===== src/rtl/smm_ram.sv =====
// generic single-write, single-read RAM with registered read data
`timescale 1ns / 1ps

module smm_ram #(
	parameter int WIDTH = 16,
	parameter int DEPTH = 64,
	localparam int AW = (DEPTH > 1) ? $clog2(DEPTH) : 1
) (
	input  logic             clk,
	input  logic             we,
	input  logic [AW-1:0]    waddr,
	input  logic [WIDTH-1:0] wdata,
	input  logic [AW-1:0]    raddr,
	output logic [WIDTH-1:0] rdata
);

	logic [WIDTH-1:0] mem_q [DEPTH];

	always_ff @(posedge clk) begin
		if (we) begin
			mem_q[waddr] <= wdata;
		end
		rdata <= mem_q[raddr];
	end

endmodule


===== config.mk =====
export PLATFORM = sky130hd
export DESIGN_NAME = smm_ram
export DESIGN_NICKNAME = d
export VERILOG_FILES = /design/src/rtl/smm_ram.sv
export SDC_FILE = /design/constraint.sdc
export NUM_CORES = 1
export LEC_CHECK = 0
export BUFFER_PORTS_ARGS = -buffer_cell sky130_fd_sc_hd__buf_4
export CORE_ASPECT_RATIO = 1.75
export CORE_MARGIN = 1
export CORE_UTILIZATION = 40
export CTS_CLUSTER_SIZE = 24
export DETAILED_ROUTE_END_ITERATION = 8
export GPL_TIMING_DRIVEN = 0
export PLACE_DENSITY_LB_ADDON = 0.05
export SETUP_SLACK_MARGIN = 0.15
export SLEW_MARGIN = 20
export SYNTH_ARGS = -nofsm -noshare
export SYNTH_HDL_FRONTEND = slang
export SYNTH_SLANG_ARGS = --single-unit

===== constraint.sdc =====
create_clock -name clk -period 3.2 [get_ports clk]
set_input_delay 0.8 -clock clk [delete_from_list [all_inputs] [get_ports clk]]
set_output_delay 0.8 -clock clk [all_outputs]
set_load 0.03 [all_outputs]

# Yosys cells after proc, flatten, opt, wreduce, memory -nomap -nowiden
# Memory sizes are Yosys's and may differ from the RTL's. A register that Yosys moved wholly into a read port is not among the register bits.
# Index checks and enable logic that the tools add are counted.
dict set report totals {
  reg_bits 0
  ramBits 1024
  inputBits 30
  output_inout_bits 16
  word_cells 3
  memories 1
}
dict set report op_classes {
  mux 2
}
# name depth width read_ports rd_ports_with_merged_regs write_ports line
set mem_list {}
lappend mem_list {mem_q 64 16 1 1 1 17} ;# logic [WIDTH-1:0] mem_q [DEPTH];
# op n
set ops {}
lappend ops {{$mux W1} 2}

# Longest topological paths before layout
dict set report depth {
  ltp_word 2
  depth_mapped 10
  mapped_depth_nobuf 5
}

# Worst setup path before layout
# Ideal clock, no wire load.
dict set report synth_timing {
  path_type {input to register}
  start {in waddr[3]}
  end {mem mem_q[48][0], enable pin}
  setup_ns 0.409
  arrival_time_ns 2.426
  required_ns 2.791
  path_slack_ns 0.365
  stages 4
  n_path_buf 1
  path_cell_list {clkbuf_1 > nor2b_1 > nand4b_1 > nor3_1}
}
# element line
set synth_lines {}
lappend synth_lines {{start: declaration} 11} ;# input logic [AW-1:0] waddr,
lappend synth_lines {{end: declaration} 17}
# No word-level cell before the write port.

==> metrics.txt <==
status finished, final reports clean; Total GRT Usage 23.5%; CP arrival 3590 ps; Post-synth EDFFs approximately 1000; Port Buffers 38; CTS buffer count 94; Worst R2R Start mem_q[23][15]; # setup viols final 0; CTS clock-pin slew for the worst setup and hold paths around 60 ps; Final Max Tran Viols 0; cells after synthesis about 1800; R2R Setup Slk 740 ps; R2R depth 5; Cell Rows 153; Post-Synth Adder-Cell Area 0%; CP startpoint raddr[2]; Synth top area share about three quarters; final hold violation count 0; Clk Latency, worst-skew pair 680 ps; DRC Markers 0; RSZ-0062 raised after global routing no; fin cells 3402; Least-Margin Pin Slew between 1000 and 1500 ps; critical setup path kind input pin to register; Cell variety after synth 43; Die Footprint around 0.1 mm^2; post-synthesis simple-gate area fraction roughly 2.6%; CP endpoint rdata[3]; Placer Congestion 0.888; worst clock skew 14.3 ps; Root Buffer Master clkbuf_16; Mean Syn Cell Area around 22 um^2; synth warn 0; fin crit share between 90% and 100%; via-per-instance ratio about 5.6; antenna violations before repair 0; layout cells sized above 1 30.2%; per-cell routed wire length 34.1 um; register area share after synthesis 77.6%; ys flop type edfxtp_1; Initial Util 40.3%; f_max about 330 MHz; critical path required time between 3000 and 4000 ps; Startpoint Class input pin; Worst IR Drop VDD approximately 0.0004 V; DRT antenna net count 0; Max-cap violations 0; Power Total 28.2 mW; hpwl dp between 70000 and 80000 um; Worst Setup End Kind register; Critical R2R Capture rdata[15]; Leak Pwr 14.3 nW; grt total ovfl 0; maximum clock insertion buffer count 3; Clock Sink Count approximately 1000; cell taking the most area after synthesis edfxtp_1; first-pass iteration count of the detailed router 5; H-tree levels 3; post-synthesis xor/xnor area fraction 0%; Setup TNS Final 0 ps; synth top area cells edfxtp_1 77%, mux4_2 12%, mux2i_1 2.1%; largest family of logic cells by synthesized area multiplexers; Layout Nets around 2000; core area slightly below 0.1 mm^2; filler cell count about 8300; via count about 19000; asr flop ratio synth 0%; TritonCTS clock tree built; worst hold path type input pin to register; register bit total from synthesis roughly 1000; register area around 0.031 mm^2; syn_nets between 1500 and 2000; CP max FO 10; Die W between 200 and 250 um; Ports between 40 and 50; DRT iter0 DRCs 1543; mux contribution to synthesized area between 10% and 20%; Die Span Y roughly 420 um; Mapped Area 0.0400 mm^2; post-synthesis compound-gate area fraction 2.41%; drt total wl ~120000 um; largest net degree at the start of global routing between 60 and 70; Area Overhead vs Synth 14.7%; Slew headroom between 10% and 20%; PwrDens 614 mW/mm^2; Tmin final between 3000 and 4000 ps; placed insts between 3000 and 4000; global-route wire length before repair 161000 um; vias in the first global route between 20000 and 25000; multi-input logic area approximately 0.0086 mm^2
## layout make-up
| class | instances | share of cell area [%] |
|---|---|---|
| Antenna cell | 1 | 0.00545 |
| Buffer | 104 | 1.61 |
| Sequential cell | 1040 | 67.6 |
| Multi-Input combinational cell | 685 | 18.7 |
| Tap cell | 1317 | 3.59 |
| Clock inverter | 58 | 1.18 |
| Timing Repair Buffer | 86 | 1.88 |
| Clock buffer | 111 | 5.44 |
## worst min path at each step
stage,slack [ps],cells after the start,start,to
3_3_place_gp,960,4,mem_q[52][12],rdata[12]
5_1_grt,740,1,wdata[2],mem_q[20][2]
2_1_floorplan,750,5,mem_q[62][10],rdata[10]
4_1_cts,690,1,wdata[6],mem_q[23][6]
6_report,710,1,wdata[5],mem_q[20][5]
3_5_place_dp,960,4,mem_q[52][12],rdata[12]
## sequential cells by signal, summed over array words and instances (netlist names)
name and cells:
mem_q 1024, rdata 16
## layer usage
layer / vias to the layer above / global-route usage (%) / routed length, um
met4: 0 / 8.80 / 4450
met3: 155 / 2.71 / 4270
met1: 10400 / 28.1 / 44500
met5: - / 0 / 0
li1: 8036 / - / -
met2: 488 / 42.9 / 62700
## what timing repair did
item                       in CTS  in global routing
gates resized for setup        14                  2
setup buffers                   0                  0
hold buffers                    0                  0
setup endpoints to repair      11                  9
## cell usage in the layout, fill, tap and decap left out, drive strengths merged, types with 3 or more instances in the layout
cell and n:
and4 5, mux4 224, a31oi 8, mux2i 85, a221oi 16, nand2 60
a22o 6, a211oi 8, a22oi 39, edfxtp 1024, nand3 24, nor2b 30
nand2b 3, nand4 12, clkinvlp 3, o21ai 8, a41oi 5, bufinv 10
a311oi 8, clkbuf 138, nor2 74, clkinv 45, buf 163, a221o 6
dfxtp 16, a211o 8, nor4 3, mux2 27, a21oi 17
## Yosys cell counts, types with 8 or more instances
cell and instances:
edfxtp_1 1024, mux4_2 220, mux2i_1 85, nor2_1 72
nand2_1 59, a22oi_1 39, buf_2 36, nor2b_1 30
mux2_2 27, clkbuf_1 24, nand3_1 24, a21oi_1 17
buf_6 17, a221oi_1 16, dfxtp_1 16, buf_4 13
nand4_1 12, a211o_1 8, a211oi_1 8, a311oi_1 8
a31oi_1 8
## critical path: stages
cell      delay [ps]
buf_2            340
buf_4            280
buf_2            380
mux4_2           380
mux2i_1          530
a22oi_1          160
a31oi_1          540
a311oi_1         160
## metrics by stage
step           utilization (%)  setup WS (ps)  instance area, um^2  hold slack [ps]
3_5_place_dp              43.1           -787                42800              959
6_report                  46.2            125                45900              709
4_1_cts                   46.2           70.2                45900              694
5_1_grt                   46.2            152                45900              735
2_1_floorplan                -            365                40000              750
3_3_place_gp              42.2          -1190                42000              961
## cell families after synthesis
logic type | after synthesis
buf+inv | 104
simple gates | 220
compound gates | 129
flops | 1040
mux | 336
## power by group
group	internal (mW)	switching (mW)
combinational	0.552	1.13
sequential	15.1	0.0274
clock	6.38	5.05
(Power assumes the default switching activity.)
