## config.mk

```make
export PLATFORM = sky130hd
export DESIGN_NAME = smm_cell
export DESIGN_NICKNAME = d
export VERILOG_FILES = /design/src/rtl/smm_pkg.sv /design/src/rtl/smm_cell.sv
export SDC_FILE = /design/constraint.sdc
export NUM_CORES = 1
export LEC_CHECK = 0
export BUFFER_PORTS_ARGS = -buffer_cell sky130_fd_sc_hd__buf_2
export CAP_MARGIN = 25
export CORE_UTILIZATION = 63
export DETAILED_ROUTE_END_ITERATION = 16
export PLACE_DENSITY_LB_ADDON = 0.2
export SLEW_MARGIN = 20
export SYNTH_ARGS = -nofsm -noshare
export SYNTH_HDL_FRONTEND = slang
export SYNTH_SLANG_ARGS = --single-unit
```

## constraint.sdc

```tcl
create_clock -name clk -period 8.1 [get_ports clk]
set_input_delay 1.62 -clock clk [delete_from_list [all_inputs] [get_ports clk]]
set_output_delay 1.62 -clock clk [all_outputs]
set_load 0.1 [all_outputs]
```

## src/rtl/smm_pkg.sv

```systemverilog
// shared constants and types of the square matrix multiplier
`timescale 1ns / 1ps

package smm_pkg;

	localparam int DEF_MAX_DIM    = 8;
	localparam int DEF_ELEM_WIDTH = 16;

	// row and column indexes on the result channel
	localparam int IDX_W = 3;
	// matrix size register
	localparam int CFG_W = 4;
	localparam logic [CFG_W-1:0] MATRIX_SIZE_RESET = 4'd8;

	// per-cell control from the sequencer
	typedef struct packed {
		logic             wr_en;
		logic [IDX_W-1:0] wr_row;
		logic             clr;
		logic             shift;
	} cell_ctl_t;

endpackage

```

## src/rtl/smm_cell.sv

```systemverilog
// one multiply-accumulate cell: holds a column of B and one result of the current row
`timescale 1ns / 1ps

module smm_cell import smm_pkg::*; #(
	parameter int MAX_DIM    = DEF_MAX_DIM,
	parameter int ELEM_WIDTH = DEF_ELEM_WIDTH,
	localparam int ACC_W = 2*ELEM_WIDTH + 3,
	localparam int KW    = (MAX_DIM > 1) ? $clog2(MAX_DIM) : 1
) (
	input  logic                         clk,
	input  logic                         arst_n,
	input  cell_ctl_t                    ctl,
	input  logic signed [ELEM_WIDTH-1:0] wr_data,
	input  logic signed [ELEM_WIDTH-1:0] a_in,
	input  logic        [IDX_W-1:0]      k_in,
	input  logic                         v_in,
	output logic signed [ELEM_WIDTH-1:0] a_out,
	output logic        [IDX_W-1:0]      k_out,
	output logic                         v_out,
	input  logic signed [ACC_W-1:0]      acc_in,
	output logic signed [ACC_W-1:0]      acc_out
);

	logic signed [ELEM_WIDTH-1:0]   b_col_q [MAX_DIM];
	logic signed [ELEM_WIDTH-1:0]   a_q;
	logic        [IDX_W-1:0]        k_q;
	logic                           v_q;
	logic signed [2*ELEM_WIDTH-1:0] prod_s1;
	logic                           pv_s1;
	logic signed [ACC_W-1:0]        acc_q;

	always_ff @(posedge clk) begin
		if (ctl.wr_en) begin
			b_col_q[ctl.wr_row[KW-1:0]] <= wr_data;
		end
		a_q     <= a_in;
		k_q     <= k_in;
		prod_s1 <= a_in * b_col_q[k_in[KW-1:0]];
		priority if (ctl.clr) begin
			acc_q <= '0;
		end else if (ctl.shift) begin
			// results move one cell toward the output
			acc_q <= acc_in;
		end else if (pv_s1) begin
			acc_q <= acc_q + ACC_W'(prod_s1);
		end
	end

	always_ff @(posedge clk or negedge arst_n) begin
		if (!arst_n) begin
			v_q   <= 1'b0;
			pv_s1 <= 1'b0;
		end else begin
			v_q   <= v_in;
			pv_s1 <= v_in;
		end
	end

	assign a_out   = a_q;
	assign k_out   = k_q;
	assign v_out   = v_q;
	assign acc_out = acc_q;

endmodule

```

### Word level (Yosys, flattened, before mapping)

Memories as Yosys holds them, arrays and structs flattened.
Cells that the tools add are included.

| storage, ports and cells | value |
|---|---|
| register bits | 87 |
| latch bits | 0 |
| RAM bits | 128 |
| bits in read-only memories | 0 |
| input bits | 79 |
| memories | 1 |

| cells by class | value |
|---|---|
| $add $sub $neg | 1 |
| multiply operators | 1 |
| div/mod/pow operators | 0 |
| magnitude comparators | 0 |
| equal/unequal tests | 0 |
| shifts and indexed selects | 0 |
| muxes and demuxes | 4 |
| bitwise gates (word level) | 0 |
| reductions and logical operators | 1 |

Memory list:

| memory | depth | width | read ports | clocked after memory_dff | write ports | RTL line | text |
|---|---|---|---|---|---|---|---|
| b_col_q | 8 | 16 | 1 | 0 | 1 | smm_cell.sv:24 | `logic signed [ELEM_WIDTH-1:0] b_col_q [MAX_DIM];` |

Operator list:

| kind | number |
|---|---|
| two-way mux 35 bit | 2 |
| adder 35 x 32 -> 35 bit | 1 |
| multiplier 16 x 16 -> 32 bit | 1 |
| two-way mux 1 bit | 2 |
| nonzero test 2 bit | 1 |

### Logic depth before layout (Yosys ltp)

| depth | value |
|---|---|
| word-level depth | 3 |
| gate-level depth with buffers | 28 |
| depth with buffers taken out | 25 |

### Worst setup path after synthesis

Ideal clock, no wire load.

| timing path | value |
|---|---|
| path type | in2reg |
| from | input port k_in[0] |
| to | register prod_s1[29] |
| library setup time | 72 ps |
| arrival time | 8308 ps |
| data required time | 8028 ps |
| path slack | -280 ps |
| stages | 25 |
| cells stage by stage | clkbuf_1 > buf_2 > mux4_2 > mux2i_1 > clkbuf_1 > nor2b_1 > fa_1 > fa_1 > inv_1 > fa_1 > inv_1 > fa_1 > fa_1 > inv_1 > fa_1 > inv_1 > ha_1 > a21o_1 > a21o_1 > a21o_1 > a21o_1 > a21o_1 > a2111o_1 > a21oi_1 > xnor2_1 |

| between the ends | value |
|---|---|
| word-level cells in the longest chain between the ends | 2 |

Ends and longest elaborated chain:

| item | RTL line | text |
|---|---|---|
| start: declaration | smm_cell.sv:15 | `input logic [IDX_W-1:0] k_in,` |
| memory read (8 x 16 bit) | n/a |  |
| multiplier 16 x 16 -> 32 bit | smm_cell.sv:38 | `prod_s1 <= a_in * b_col_q[k_in[KW-1:0]];` |
| end signal: assignment | smm_cell.sv:38 |  |
| end: declaration | smm_cell.sv:28 | `logic signed [2*ELEM_WIDTH-1:0] prod_s1;` |

No other way between the ends.
A chain may end at the register's enable or synchronous reset.

### Worst setup path after layout

Ends and elaborated chain as after synthesis.

==> reports/metrics.yaml <==
status: "finished, final reports clean"
setup_violations: 0
cpPeakStageDelay_ps: 580
avgSynthCellArea_um2: 10.7
clk_pin_slew_worst_paths_ps: 60
min_from: "acc_out[14]"
placed_area_um2: 21000
crit_arrival_ps: 8200
gp_congestion: 0.926
insertion_delay_ps: 530
avgViaCountPerCell: 5.70
synth_top_area_cell: "fa_1"
critical_path.top_delay_family: "adder cells"
skew_ps: 11.3
syn_to_final_growth_pct: 12.4
h-tree-depth: 1
yosysWarnings: 0
crit_required_ps: 8550
vias: 13710
io_buffers: 133
hold_viol: 0
syn_inst: 1820
worstPathCellList: "buf_2 > buf_12 > buf_4 > mux4_2 > mux2_2 > buf_4 > and2_1 > fa_1 > inv_1 > fa_1 > fa_1 > fa_1 > fa_1 > fa_1 > inv_1 > ha_1 > buf_4 > and3_1 > and4_1 > nand2_1 > a211oi_1 > a2111o_1 > a21oi_1 > xnor2_1"
cts_root_buf: "clkbuf_16"
cts_inserted_buffers: 23
worst_pin_slew_ps: 1010
holdPathStages: 2
cts_tree: "yes"
synth.top_cell.area_share_pct: 27.1
worstReg2RegEnd: "prod_s1[29]"
drcViolationCount: 0
crit_fanout: 11
max-cap-violations: 0
grt_pass1_wl_um: 71300
drt_first_pass_iters: 7
nets: 2456
grt_setup_unrepaired: "no"
grt-ovfl-total: 0
wl_per_cell_um: 18.1
rrSetupSlack_ps: 1400
track_usage_pct: 29.0
relSlewSlack_pct: 32.3
io-pin-count: 134
max_freq_mhz: 129
reg2reg_depth: 24
dieArea_um2: 31500
yosys_most_used_dff: "edfxtp_1"
initial_utilization_pct: 64.8
slew_violations: 0
synth_area_um2: 19400
totalWireLength_um: 43500
synth_seq_cells: 215
synth_area_leaders: "fa_1 27%, edfxtp_1 20%, dfxtp_1 8.9%"
fp.dieW_um: 177
hpwl_um: 33000
hold_path.class: "reg -> reg"
cp_slowest_cell: "fa_1"
hold_end: "acc_out[14]"
rr_startpoint: "b_col_q[2][4]"
cts_max_path_buffers: 3
rows: 63
fin_crit_ps: 7750
first_global_vias: 14421
ctsHoldBuffers: 0
die_h_um: 177
cp-end-kind: "flop"
numClockSinks: 215
drive_above_1_share_pct: 16.5
core-area_um2: 30000
cts_resized: 0
synth_edf_count: 128
crit_top_cell: "fa_1"
path_class: "in -> reg"
setup.worst_path.start_class: "input pin"
synth-seq-area-share_pct: 28.8
synthDistinctLibCells: 75
ys_async_sr_fraction_pct: 0.465
antenna_found_initial: 1
syn_nets: 2278
final_antenna_net_count: 0
fin_crit_sh_pct: 95.7
path_buf_inv: 7
fin_area_um2: 21800
cts_setup_buffers: 0
grt_max_degree: 45
drt-initial-drc-count: 812
-- state kept, by name (all words and copies together), names as in the netlist --
signal and flops:
prod_s1 32, b_col_q 128, a_out 16, acc_out 35, k_out 3, pv_s1 1
-- synthesized netlist by cell type (8+ instances only) --
master and number:
inv_1 329, fa_1 263, nand2_1 141, edfxtp_1 128
ha_1 116, dfxtp_1 86, nor2b_1 84, nor2_1 75
a21oi_1 69, clkbuf_1 50, and2_1 45, a21o_1 38
xnor2_1 34, nand2b_1 33, mux4_2 32, o21ai_0 25
nor3_1 22, mux2i_1 21, o21ai_1 19, nand3_1 17
xor2_1 15, a31oi_1 14, and3_1 13, a211oi_1 11
or3_1 10, mux2_2 9, or2_2 9, o21a_1 8
-- metal layers --
| metal | wire [µm] | global-route usage (%) | vias to the layer above |
|---|---|---|---|
| met5 | 0 | 0 | - |
| met4 | 937 | 7.73 | 0 |
| li1 | - | - | 6322 |
| met2 | 21500 | 50.5 | 477 |
| met1 | 18300 | 38.1 | 6834 |
| met3 | 2760 | 4.03 | 77 |
-- how the worst max path moves through the flow --
stage                  from          end  cells past startpoint  slack, ps
floorplan           k_in[2]  prod_s1[29]                     25         10
detailed placement  k_in[0]  prod_s1[28]                     23       -190
finish              k_in[0]  prod_s1[29]                     24        350
global placement    k_in[0]  prod_s1[29]                     24        -60
CTS                 k_in[0]  prod_s1[29]                     24        330
global route        k_in[0]  prod_s1[26]                     24         60
-- per-stage QoR --
| step | setup slack [ps] | instances | utilization [%] | hold slack [ps] | TNS (ps) |
|---|---|---|---|---|---|
| final | 347 | 2405 | 72.8 | 533 | 0 |
| after global routing | 64.6 | 2405 | 72.8 | 547 | 0 |
| after CTS | 333 | 2400 | 72.6 | 535 | 0 |
| after detailed placement | -193 | 2359 | 70.0 | 521 | -755 |
| after global placement | -58.7 | 2358 | 69.9 | 519 | -103 |
| after floorplan | 11.7 | 1820 | - | 663 | 0 |
-- cell families after synthesis --
group	synth area share (%)
simple gates	12.5
fa+ha+maj	34.6
xor+xnor	2.21
flops	28.8
compound gates	8.57
mux	5.32
buf+inv	7.93
-- final cells by class --
| class | count | area (µm²) |
|---|---|---|
| Tap cell | 390 | 488 |
| Sequential cell | 215 | 5590 |
| Antenna cell | 1 | 2.50 |
| Inverter | 330 | 1240 |
| Timing Repair Buffer | 218 | 1390 |
| Multi-Input combinational cell | 1210 | 12300 |
| Clock inverter | 12 | 130 |
| Clock buffer | 29 | 638 |
| Fill cell | 2136 | 8150 |
-- tightest hold or removal path: stages (launching register included) --
cell and delay, ps:
dfxtp_1 350, a31oi_1 90, o21ai_1 60
-- layout by cell type (no fill, tap or decap), types with 5 or more instances in the layout --
cell type and n:
nor3_1 20, inv_1 329, and2_1 45, xor2_1 15, a21oi_1 69, nand2b_1 33, nand2_1 141, or2_2 9
dfxtp_1 86, nor2_1 69, a211o_1 5, mux2i_1 18, nor4_1 6, ha_1 116, a21o_1 38, xnor2_1 34
a211oi_1 11, edfxtp_1 128, mux4_2 32, buf_4 76, o21ai_0 25, fa_1 263, nand4_1 6, o21a_1 8
buf_2 133, o21ai_1 19, mux2_2 9, nand3_1 17, or3_1 10, and3_1 13, a31oi_1 14, nor2_2 6
clkbuf_16 23, nor2b_1 84
Power is left out: the tool's default activity adds up to more than one toggle a clock period on the data nets, which glitch-free logic cannot reach.
